File: config.mk
export PLATFORM = sky130hd
export DESIGN_NAME = lfu_cache_table
export DESIGN_NICKNAME = d
export VERILOG_FILES = /design/src/rtl/lfu_pkg.sv /design/src/rtl/lfu_ram.sv /design/src/rtl/lfu_ctrl.sv /design/src/rtl/lfu_dp.sv /design/src/rtl/lfu_cache_table.sv
export SDC_FILE = /design/constraint.sdc
export NUM_CORES = 2
export LEC_CHECK = 0
export BUFFER_PORTS_ARGS = -buffer_cell sky130_fd_sc_hd__buf_2
export CORE_ASPECT_RATIO = 0.6
export CORE_MARGIN = 3
export CORE_UTILIZATION = 66
export CTS_CLUSTER_SIZE = 16
export DETAILED_ROUTE_END_ITERATION = 10
export PLACE_DENSITY = 0.84
export SLEW_MARGIN = 20
export SYNTH_ARGS = -nofsm -noshare
export SYNTH_HDL_FRONTEND = slang
export SYNTH_SLANG_ARGS = --single-unit
File: constraint.sdc
create_clock -name i_clk -period 12.1 [get_ports i_clk]
set_clock_uncertainty 0.2 [all_clocks]
set_input_delay 1.21 -clock i_clk [delete_from_list [all_inputs] [get_ports i_clk]]
set_output_delay 1.21 -clock i_clk [all_outputs]
set_load 0.01 [all_outputs]
File: src/rtl/lfu_pkg.sv
// ----------------------------------------------------------------------------
// lfu_pkg
// Shared types and constants of the LFU cache table.
// ----------------------------------------------------------------------------
package lfu_pkg;

    localparam logic OP_GET = 1'b0;
    localparam logic OP_PUT = 1'b1;

    localparam int          CAP_BITS     = 5;
    localparam logic [4:0]  CAP_RESET    = 5'd16;
    localparam logic        REG_CAPACITY = 1'b0;

    typedef struct packed {
        logic               opcode;
        logic signed [31:0] key;
        logic signed [31:0] value;
    } t_req;

    typedef struct packed {
        logic               hit;
        logic signed [31:0] read_data;
        logic               evicted;
        logic signed [31:0] evicted_key;
    } t_res;

    typedef enum logic [2:0] {
        S_IDLE,
        S_SCAN,
        S_DECIDE,
        S_SWEEP,
        S_DONE
    } t_state;

    typedef enum logic [1:0] {
        MODE_NONE,
        MODE_HIT,
        MODE_EVICT,
        MODE_FREE
    } t_mode;

    typedef struct packed {
        logic load;
        logic scan;
        logic decide;
        logic sweep;
    } t_ctl;

    typedef struct packed {
        logic last;
        logic need_sweep;
    } t_sts;

endpackage

File: src/rtl/lfu_ram.sv
// ----------------------------------------------------------------------------
// lfu_ram
// Generic RAM with one write port and one registered read port.
// ----------------------------------------------------------------------------
module lfu_ram #(
    parameter int WIDTH = 8,
    parameter int DEPTH = 16
) (
    input  logic                                     i_clk,
    input  logic                                     i_we,
    input  logic [(DEPTH > 1 ? $clog2(DEPTH) : 1)-1:0] i_waddr,
    input  logic [WIDTH-1:0]                         i_wdata,
    input  logic [(DEPTH > 1 ? $clog2(DEPTH) : 1)-1:0] i_raddr,
    output logic [WIDTH-1:0]                         o_rdata
);

    logic [WIDTH-1:0] r_mem [DEPTH];
    logic [WIDTH-1:0] r_rdata;

    always_ff @(posedge i_clk) begin
        if (i_we) begin
            r_mem[i_waddr] <= i_wdata;
        end
        r_rdata <= r_mem[i_raddr];
    end

    assign o_rdata = r_rdata;

endmodule

File: src/rtl/lfu_ctrl.sv
// ----------------------------------------------------------------------------
// lfu_ctrl
// Sequencer of one request: scan, decide, rank sweep when needed, result.
// ----------------------------------------------------------------------------
module lfu_ctrl import lfu_pkg::*; (
    input  logic i_clk,
    input  logic i_rst_n,
    input  logic i_start,
    input  t_sts i_sts,
    output t_ctl o_ctl,
    output logic o_busy,
    output logic o_done
);

    t_state r_state;
    t_state n_state;

    always_ff @(posedge i_clk) begin
        if (!i_rst_n) begin
            r_state <= S_IDLE;
        end else begin
            r_state <= n_state;
        end
    end

    always_comb begin
        n_state = r_state;
        unique case (r_state)
            S_IDLE:   if (i_start) n_state = S_SCAN;
            S_SCAN:   if (i_sts.last) n_state = S_DECIDE;
            S_DECIDE: n_state = i_sts.need_sweep ? S_SWEEP : S_DONE;
            S_SWEEP:  if (i_sts.last) n_state = S_DONE;
            S_DONE:   n_state = S_IDLE;
            default:  n_state = S_IDLE;
        endcase
    end

    always_comb begin
        o_ctl        = '0;
        o_ctl.load   = (r_state == S_IDLE) && i_start;
        o_ctl.scan   = (r_state == S_SCAN);
        o_ctl.decide = (r_state == S_DECIDE);
        o_ctl.sweep  = (r_state == S_SWEEP);
        o_busy       = (r_state != S_IDLE);
        o_done       = (r_state == S_DONE);
    end

    // A result is shown for exactly one cycle and the block then returns to idle.
    a_done_one_cycle: assert property (@(posedge i_clk) disable iff (!i_rst_n)
        (r_state == S_DONE) |=> (r_state == S_IDLE))
        else $error("result strobe held longer than one cycle");

endmodule

File: src/rtl/lfu_dp.sv
// ----------------------------------------------------------------------------
// lfu_dp
// Entry storage, sequential scan for hit, victim and free entry, rank sweep.
// ----------------------------------------------------------------------------
module lfu_dp import lfu_pkg::*; #(
    parameter int MAX_ENTRIES = 16,
    parameter int COUNT_BITS  = 16
) (
    input  logic                i_clk,
    input  logic                i_rst_n,
    input  t_ctl                i_ctl,
    input  t_req                i_req,
    input  logic [CAP_BITS-1:0] i_capacity,
    output t_sts                o_sts,
    output t_res                o_res
);

    localparam int AW = (MAX_ENTRIES > 1) ? $clog2(MAX_ENTRIES) : 1;
    localparam int OW = $clog2(MAX_ENTRIES + 1);
    localparam int CW = (OW > CAP_BITS) ? OW : CAP_BITS;
    localparam int WW = 64 + COUNT_BITS + AW;
    localparam logic [AW-1:0] LAST = AW'(MAX_ENTRIES - 1);

    t_req                   r_req;
    logic [MAX_ENTRIES-1:0] r_valid;
    logic [OW-1:0]          r_occ;
    logic [AW-1:0]          r_addr;
    logic [AW-1:0]          r_paddr;
    logic                   r_all;
    logic                   r_pend;

    logic                   r_hit;
    logic [AW-1:0]          r_hslot;
    logic [31:0]            r_rd;
    logic [AW-1:0]          r_hrank;
    logic                   r_vfound;
    logic [AW-1:0]          r_vslot;
    logic [COUNT_BITS-1:0]  r_vcnt;
    logic [AW-1:0]          r_vrank;
    logic [31:0]            r_vkey;
    logic                   r_ffound;
    logic [AW-1:0]          r_fslot;

    t_mode                  r_mode;
    logic [AW-1:0]          r_slot;
    t_res                   r_res;

    logic                   issue;
    logic [WW-1:0]          ram_rdata;
    logic [WW-1:0]          ram_wdata;
    logic                   ram_we;
    logic [31:0]            rd_key;
    logic [31:0]            rd_data;
    logic [COUNT_BITS-1:0]  rd_cnt;
    logic [AW-1:0]          rd_rank;
    logic                   rd_valid;

    logic                   is_put;
    logic [CW-1:0]          cap_c;
    logic                   cap_zero;
    t_mode                  n_mode;
    logic [AW-1:0]          n_slot;

    logic [31:0]            w_key;
    logic [31:0]            w_data;
    logic [COUNT_BITS-1:0]  w_cnt;
    logic [AW-1:0]          w_rank;

    assign rd_key   = ram_rdata[WW-1 -: 32];
    assign rd_data  = ram_rdata[WW-33 -: 32];
    assign rd_cnt   = ram_rdata[AW+COUNT_BITS-1 : AW];
    assign rd_rank  = ram_rdata[AW-1:0];
    assign rd_valid = r_valid[r_paddr];

    assign issue = (i_ctl.scan || i_ctl.sweep) && !r_all;

    lfu_ram #(.WIDTH(WW), .DEPTH(MAX_ENTRIES)) u_ram (
        .i_clk   (i_clk),
        .i_we    (ram_we),
        .i_waddr (r_paddr),
        .i_wdata (ram_wdata),
        .i_raddr (r_addr),
        .o_rdata (ram_rdata)
    );

    // Address sequencer shared by the scan and the sweep.
    always_ff @(posedge i_clk) begin
        if (!i_rst_n) begin
            r_pend <= 1'b0;
            r_all  <= 1'b1;
            r_addr <= '0;
        end else begin
            r_pend <= issue;
            if (i_ctl.load || i_ctl.decide) begin
                r_addr <= '0;
                r_all  <= 1'b0;
            end else if (issue) begin
                if (r_addr == LAST) begin
                    r_all <= 1'b1;
                end else begin
                    r_addr <= r_addr + 1'b1;
                end
            end
        end
        r_paddr <= r_addr;
    end

    assign o_sts.last = r_pend && (r_paddr == LAST);

    // Decision from the scan results.
    always_comb begin
        is_put   = (r_req.opcode == OP_PUT);
        cap_c    = (CW'(i_capacity) > CW'(MAX_ENTRIES)) ? CW'(MAX_ENTRIES) : CW'(i_capacity);
        cap_zero = (cap_c == '0);
        n_mode   = MODE_NONE;
        n_slot   = r_fslot;
        priority if (is_put && cap_zero) begin
            n_mode = MODE_NONE;
        end else if (r_hit) begin
            n_mode = MODE_HIT;
            n_slot = r_hslot;
        end else if (is_put) begin
            if (CW'(r_occ) >= cap_c) begin
                n_mode = MODE_EVICT;
                n_slot = r_vslot;
            end else begin
                n_mode = MODE_FREE;
                n_slot = r_fslot;
            end
        end else begin
            n_mode = MODE_NONE;
        end
    end

    assign o_sts.need_sweep = (n_mode != MODE_NONE);

    always_ff @(posedge i_clk) begin
        if (!i_rst_n) begin
            r_valid <= '0;
            r_occ   <= '0;
            r_mode  <= MODE_NONE;
        end else begin
            if (i_ctl.decide) begin
                r_mode <= n_mode;
                if (n_mode == MODE_FREE) begin
                    r_valid[n_slot] <= 1'b1;
                    r_occ           <= r_occ + 1'b1;
                end
            end
        end
    end

    always_ff @(posedge i_clk) begin
        if (i_ctl.load) begin
            r_req    <= i_req;
            r_hit    <= 1'b0;
            r_vfound <= 1'b0;
            r_ffound <= 1'b0;
        end else if (i_ctl.scan && r_pend) begin
            if (rd_valid) begin
                if (rd_key == r_req.key) begin
                    r_hit   <= 1'b1;
                    r_hslot <= r_paddr;
                    r_rd    <= rd_data;
                    r_hrank <= rd_rank;
                end
                if (!r_vfound || (rd_cnt < r_vcnt) ||
                    ((rd_cnt == r_vcnt) && (rd_rank > r_vrank))) begin
                    r_vfound <= 1'b1;
                    r_vslot  <= r_paddr;
                    r_vcnt   <= rd_cnt;
                    r_vrank  <= rd_rank;
                    r_vkey   <= rd_key;
                end
            end else if (!r_ffound) begin
                r_ffound <= 1'b1;
                r_fslot  <= r_paddr;
            end
        end
        if (i_ctl.decide) begin
            r_slot              <= n_slot;
            r_res.hit           <= r_hit && !(is_put && cap_zero);
            r_res.read_data     <= (r_hit && !(is_put && cap_zero)) ? r_rd : 32'd0;
            r_res.evicted       <= (n_mode == MODE_EVICT);
            r_res.evicted_key   <= (n_mode == MODE_EVICT) ? r_vkey : 32'd0;
        end
    end

    // Rank sweep: the chosen entry gets its new contents and rank zero; the others that were more recent than it age.
    always_comb begin
        w_key  = rd_key;
        w_data = rd_data;
        w_cnt  = rd_cnt;
        w_rank = rd_rank;
        if (r_paddr == r_slot) begin
            w_rank = '0;
            if (r_mode == MODE_HIT) begin
                if (is_put) w_data = r_req.value;
                if (rd_cnt != '1) w_cnt = rd_cnt + 1'b1;
            end else begin
                w_key  = r_req.key;
                w_data = r_req.value;
                w_cnt  = COUNT_BITS'(1);
            end
        end else begin
            unique case (r_mode)
                MODE_HIT:   if (rd_rank < r_hrank) w_rank = rd_rank + 1'b1;
                MODE_EVICT: w_rank = rd_rank + 1'b1 - AW'(rd_rank > r_vrank);
                MODE_FREE:  w_rank = rd_rank + 1'b1;
                MODE_NONE:  w_rank = rd_rank;
                default:    w_rank = rd_rank;
            endcase
        end
        ram_wdata = {w_key, w_data, w_cnt, w_rank};
        ram_we    = i_ctl.sweep && r_pend && (rd_valid || (r_paddr == r_slot));
    end

    assign o_res = r_res;

    a_occ_bound: assert property (@(posedge i_clk) disable iff (!i_rst_n)
        32'(r_occ) <= MAX_ENTRIES)
        else $error("occupancy above table size");

    a_occ_matches_valid: assert property (@(posedge i_clk) disable iff (!i_rst_n)
        32'($countones(r_valid)) == 32'(r_occ))
        else $error("occupancy out of step with valid bits");

    a_hit_not_evict: assert property (@(posedge i_clk) disable iff (!i_rst_n)
        i_ctl.decide |=> !(r_res.hit && r_res.evicted))
        else $error("hit and eviction reported together");

endmodule

File: src/rtl/lfu_cache_table.sv
// ----------------------------------------------------------------------------
// lfu_cache_table
// Key-value cache with least-frequently-used replacement and LRU tie break.
// ----------------------------------------------------------------------------
// One request is taken when start is high and busy is low. A get or a put
// that hits, or a put that inserts, makes two passes over the entry memory:
// the first looks up the key and finds the victim and the first free entry,
// one read per cycle, and the second rewrites every entry's recency rank. A
// get that misses, and a put while the capacity is zero, make only the first
// pass. Both passes go through the single read port of the entry memory. The
// result is shown on o_res for exactly one cycle with o_valid high, and the
// receiver cannot hold it off; busy drops in the cycle after it. The user
// must write the capacity register through the APB port only while the block
// is idle; the block itself does not enforce it. Values above the table size
// act as the table size, and zero makes every put a no-op.
module lfu_cache_table import lfu_pkg::*; #(
    parameter int MAX_ENTRIES = 16,
    parameter int COUNT_BITS  = 16
) (
    input  logic        i_clk,
    input  logic        i_rst_n,
    input  logic        start,
    output logic        busy,
    input  t_req        i_req,
    output logic        o_valid,
    output t_res        o_res,
    input  logic        psel,
    input  logic        penable,
    input  logic        pwrite,
    input  logic [2:0]  paddr,
    input  logic [31:0] pwdata,
    output logic [31:0] prdata,
    output logic        pready
);

    logic [CAP_BITS-1:0] r_capacity;
    t_ctl                ctl;
    t_sts                sts;

    // The capacity register answers at byte addresses zero to three (paddr[2] low); addresses four and up are ignored.
    assign pready = 1'b1;

    always_ff @(posedge i_clk) begin
        if (!i_rst_n) begin
            r_capacity <= CAP_RESET;
        end else if (psel && penable && pwrite && (paddr[2] == REG_CAPACITY)) begin
            r_capacity <= pwdata[CAP_BITS-1:0];
        end
    end

    assign prdata = (paddr[2] == REG_CAPACITY) ? {{(32-CAP_BITS){1'b0}}, r_capacity} : 32'd0;

    lfu_ctrl u_ctrl (
        .i_clk   (i_clk),
        .i_rst_n (i_rst_n),
        .i_start (start),
        .i_sts   (sts),
        .o_ctl   (ctl),
        .o_busy  (busy),
        .o_done  (o_valid)
    );

    lfu_dp #(.MAX_ENTRIES(MAX_ENTRIES), .COUNT_BITS(COUNT_BITS)) u_dp (
        .i_clk      (i_clk),
        .i_rst_n    (i_rst_n),
        .i_ctl      (ctl),
        .i_req      (i_req),
        .i_capacity (r_capacity),
        .o_sts      (sts),
        .o_res      (o_res)
    );

endmodule
Word-level counts from Yosys, hierarchy flattened
Memories as Yosys holds them, arrays and structs flattened. A register that Yosys moved wholly into a read port is not among the register bits.
Index checks and enable logic that the tools add are counted.
{"block": "totals", "register_bits": 279, "ram_bits": 1344, "inputBits": 106, "out_inout_bits": 101, "elab_cells": 141, "n_memories": 1}
{"name": "u_dp.u_ram.r_mem", "depth": 16, "word_bits": 84, "read_ports": 1, "rd_ports_with_merged_regs": 1, "wr": 1, "line": "lfu_ram.sv:17", "text": "logic [WIDTH-1:0] r_mem [DEPTH];"}
{"block": "op_classes", "n_addsub": 5, "magnitude_cmp": 8, "n_eq_ne": 18, "mux": 35, "bitwise": 7, "reduce_logical": 39}
{"operator": "$mux 32", "n": 5}
{"operator": "$mux 16", "n": 3}
{"operator": "$eq 32x32->1", "n": 1}
{"operator": "$mux 4", "n": 6}
{"operator": "$add 16x1->16 const B", "n": 1}
{"operator": "$eq 16x16->1", "n": 1}
{"operator": "$lt 16x16->1", "n": 1}
{"operator": "$ne 16x16->1 const B", "n": 1}
{"operator": "$or 16x16->16", "n": 1}
{"operator": "$pmux 4 s4", "n": 1}
{"operator": "$logic_and 1x1->1", "n": 13}
{"operator": "$mux 3", "n": 4}
{"operator": "$pmux 3 s4", "n": 1}
{"operator": "$reduce_and 4->1", "n": 3}
{"operator": "$lt 4x5->1 const B", "n": 2}
{"operator": "$mux 5", "n": 2}
{"operator": "$reduce_and 3->1", "n": 3}
{"operator": "$add 4x1->4 const B", "n": 2}
{"operator": "$eq 2x2->1 const B", "n": 4}
{"operator": "$eq 4x4->1 const B", "n": 2}
{"operator": "$mux 1", "n": 8}
{"operator": "$reduce_and 2->1", "n": 4}
{"operator": "$eq 3x2->1 const B", "n": 2}
{"operator": "$mux 2", "n": 3}
{"operator": "23 further kinds", "n": 38}

Logic depth before layout (Yosys ltp)
{"block": "logic_depth", "ltp_word": 12, "mapped_depth": 14, "mapped_depth_nobuf": 13}

By module
A second synthesis with hierarchy kept.
{"block": "hier_totals", "hier_cells": 3114, "area_unflattened_um2": 64524.4}
{"mod": "lfu_ram", "instances": 1, "cells_per_inst": 2154, "area_each_um2": 52052.4, "seq_area_each_um2": 42040.3}
{"mod": "lfu_dp", "instances": 1, "cells_per_inst": 879, "area_each_um2": 11791.3, "seq_area_each_um2": 7777.5}
{"mod": "lfu_cache_table", "instances": 1, "cells_per_inst": 58, "area_each_um2": 479.2, "seq_area_each_um2": 100.1}
{"mod": "lfu_ctrl", "instances": 1, "cells_per_inst": 23, "area_each_um2": 201.4, "seq_area_each_um2": 60.1}

Worst setup path before layout
OpenSTA, ideal clock, no wires.
{"block": "synth_timing", "kind": "register -> register", "startpoint": "register u_dp.r_paddr[0]", "endpoint": "memory u_dp.u_ram.r_mem[1][0] in the netlist's numbering (enable)", "setup_ps": 630, "arrival_ps": 7320, "required_time_ps": 11270, "setup_slack_ps": 3950, "path_stages_with_launch": 7, "path_buffers": 1, "synth_period_minus_slack_ps": 8150, "path_cell_list": "dfxtp_1 buf_6 mux4_2 mux4_2 nor2_2 or4b_4 nor3_1"}
{"block": "synth_via", "elab_chain_len": 6, "word_cells_on_any_way": 7, "classes_between": "eq/ne (1); mux (4); reduce/logical (2)"}
{"item": "start: declaration", "line": "lfu_dp.sv:28", "text": "logic [AW-1:0] r_paddr;"}
{"item": "start signal: assignment", "line": "lfu_dp.sv:105", "text": "r_paddr <= r_addr;"}
{"item": "$bmux 1 s4", "line": "lfu_dp.sv:73", "text": "assign rd_valid = r_valid[r_paddr];"}
{"item": "$mux 1 (not written as such)", "line": "lfu_dp.sv:73"}
{"item": "$logic_or 1x1->1", "line": "lfu_dp.sv:215", "text": "ram_we = i_ctl.sweep && r_pend && (rd_valid || (r_paddr == r_slot));"}
{"item": "$logic_and 1x1->1", "line": "lfu_dp.sv:215"}
{"item": "$mux 1", "line": "lfu_ram.sv:21", "text": "if (i_we) begin"}
{"item": "$mux 1 (not written as such)", "line": "lfu_ram.sv:22", "text": "r_mem[i_waddr] <= i_wdata;"}
{"item": "end: declaration", "line": "lfu_ram.sv:17"}
Several ways; a longest one is shown, not always the timed one. The select of a mux whose other input is x is not followed.

Worst setup path in the final report
{"block": "layout_timing", "startpoint": "register u_dp.r_paddr[2]", "endpoint": "memory u_dp.u_ram.r_mem[3][44] in the netlist's numbering (enable)"}
Same word-level chain as after synthesis.

==> impl_metrics.ini <==
[run_status]
outcome = complete, no violations

[synth]
synth_edf_count = 1579
synth_mux_area_share_pct = 15.6
synth.ff_latch_count = 1707
synthXorXnorAreaFrac_pct = 0.692
synth_cell_types = 67
synth_area_mm2 = 0.0645
synth_flop_cell = edfxtp_1
syn_area_per_cell_um2 = 22.0
synth-adder-area-share_pct = 0.659
yosys_warnings = 0
synth_top_family_by_area = multiplexers
yosys.area_share.simple_pct = 2.88
synth_compound_area_share_pct = 1.28
synthCells = 2939
yosysSeqAreaShare_pct = 77.5
async_reset_ff_share_pct = 0

[routing]
routed_via_density = 7.22
drtAntennaViolNets = 0
drc = 0
drtPass1Iterations = 6
wirelength_mm = 162
dr_total_vias = 33000
first_iter_violations = 5512
post_drt_wl_per_cell_um = 35.5

[clock_tree]
clkLatencyLatePin_ns = 0.76
holdBufCountCts = 0
cts.sinks = 1707
htree_levels = 4
post_cts_resized = 0
root_buffer = clkbuf_16
post_cts_buffers = 0
numCtsBuffers = 142
clock_path_buffers = 3
clkTransAtPathRegs_ns = 0.07
cts_tree = built

[pwr]
pwr_density_cell_mw_per_mm2 = 163
p_seq_share_pct = 56.2
p_int_mw = 9.22
p_clk_share_pct = 40.3
switchingPower_mw = 2.44
p_leak_nw = 22.7
switching_share_pct = 20.9
power_frac_comb_pct = 3.5
ir_drop_mv = 0.159

[timing]
worstMarginPinSlew_ns = 1.24
period_share_pct = 41.5
hold_viol = 0
slew_headroom_pct = 17.6
rsz0062_at_grt = false
setup_viol = 0
max_freq_mhz = 199
slew_viol_final = 0
timing.setup.tns_ns = 0
fin_crit_ns = 5.02

[floorplan]
coreArea_mm2 = 0.0965
dieWidth_um = 410
std_cell_rows = 88
ios = 207
start_util_pct = 66.9
dieHeight_um = 248
die_area_mm2 = 0.102

[global_routing]
antenna_found_initial = 2
gr-usage-all-layers_pct = 32.5
gr-total-overflow = 0
grt_max_degree = 182
grt_pass1_vias = 33800
grt_pass1_wl_mm = 235

[placed_design]
gp_congestion = 0.859
io_buffer_count = 149
dp_cells = 4309
hpwl_mm = 76.5

[critical_path]
cp_max_fo = 48
critPathRequiredTime_ns = 12.28
worstSetupStartpointType = register
cp.arrival_ns = 5.20
rrSetupSlack_ns = 7.08
endpoint_kind = register
critical_path_class = reg2reg

[cells_and_area]
n_antenna_cell = 0
final_common_cell = edfxtp_1
mostFrequentLayoutCells = edfxtp_1, mux4_2, clkbuf_16, buf_2, nand2_1
stdcell_count = 4571
drive_gt1_share_pct = 28.0
syn_to_final_growth_pct = 10.9
fin_nets = 3290

[worst_hold_path]
hold_path_class = reg2reg

[flow_run]
maxCapViolations = 0
area by class of cell:
cell class / instances / area (um2)
Inverter: 40 / 155
Multi-Input combinational cell: 1055 / 13900
Clock inverter: 59 / 644
Clock buffer: 201 / 4030
Timing Repair Buffer: 204 / 1250
Tap cell: 1305 / 1630
Sequential cell: 1707 / 50000
Fill cell: 4820 / 24900
power by group through the flow:
stage	Sequential (mW)	Combinational [mW]	Clock, mW
global route	6.55	0.438	4.94
CTS	6.55	0.403	4.73
global placement	6.67	0.365	0
detailed placement	6.68	0.389	0
floorplan	6.66	0.269	0
finish	6.55	0.412	4.70
metrics by stage:
stage	setup WS, ns	total power [mW]	cell area (um2)	utilization [%]	hold WS [ns]
floorplan	3.95	6.93	64600	-	0.129
global placement	7.38	7.04	66800	69.3	0.213
detailed placement	7.33	7.07	66800	69.3	0.217
CTS	7.26	11.7	71500	74.1	0.229
global route	6.95	11.9	71600	74.2	0.248
finish	7.08	11.7	71600	74.2	0.229
metal layers:
metal  wire length [um]  global-route usage, %  part of all wire (%)
met1              55200                   44.0                    34
met2              80300                   52.2                    50
met3              20600                   8.02                    13
met4               5910                   13.2                   3.6
met5                 22                      0                 0.014
worst paths after layout:
check | end | depth (start not counted) | startpoint
max | u_dp.u_ram.r_mem[3][44] | 7 | u_dp.r_paddr[2]
min | u_dp.r_rd[17] | 0 | u_dp.u_ram.o_rdata[37]
max reg2reg | u_dp.u_ram.r_mem[3][44] | 7 | u_dp.r_paddr[2]
min reg2reg | u_dp.r_rd[17] | 0 | u_dp.u_ram.o_rdata[37]
kinds of logic after synthesis:
logic type / Yosys count
simple gates: 368
buf+inv: 203
other cells: 2
compound gates: 106
fa+ha+maj: 34
mux: 468
flops: 1707
xor+xnor: 51
synth_stat cells (all sizes together) (2+ instances only):
cell	number	area share, %
a2111oi	3	0.070
a21bo	2	0.031
a21o	9	0.10
a21oi	21	0.17
a22o	2	0.027
a2bb2oi	3	0.041
a31oi	5	0.068
a32o	12	0.19
a41oi	2	0.027
and2	46	0.45
and3	37	0.36
and4	2	0.027
buf	76	0.70
clkbuf	87	0.51
clkinv	2	0.016
conb	2	0.012
dfxtp	128	4.0
edfxtp	1579	73
ha	34	0.66
inv	38	0.22
mux2	33	0.58
mux2i	10	0.16
mux4	425	15
nand2	137	0.80
nand2b	8	0.078
nand3	20	0.16
nand3b	3	0.035
nand4	13	0.13
nor2	42	0.25
nor2b	16	0.16
nor3	11	0.085
nor3b	3	0.035
nor4	15	0.15
o2111ai	2	0.037
o21a	8	0.093
o21ai	17	0.16
o31ai	7	0.081
o32ai	5	0.068
or2	4	0.039
or3	5	0.048
or4b	2	0.037
xnor2	10	0.14
xor2	41	0.56
registers in the layout, summed over array words and instances (netlist names), 16 cells and up:
name and count:
u_dp.r_rd 32, u_dp.u_ram.o_rdata 84, u_dp.r_valid 16, u_dp.u_ram.r_mem 1344, u_dp.r_vkey 32, u_dp.r_vcnt 16, u_dp.r_req 64, u_dp.o_res 66
worst max-delay path: stages (launching register included):
cell	delay, ns
dfxtp_1	0.70
xnor2_1	0.21
and4_1	0.63
nor2_2	0.14
or3_1	0.57
nor3_2	0.45
buf_4	0.75
buf_4	0.89
No activity file was read; power rests on OpenSTA's default activity.
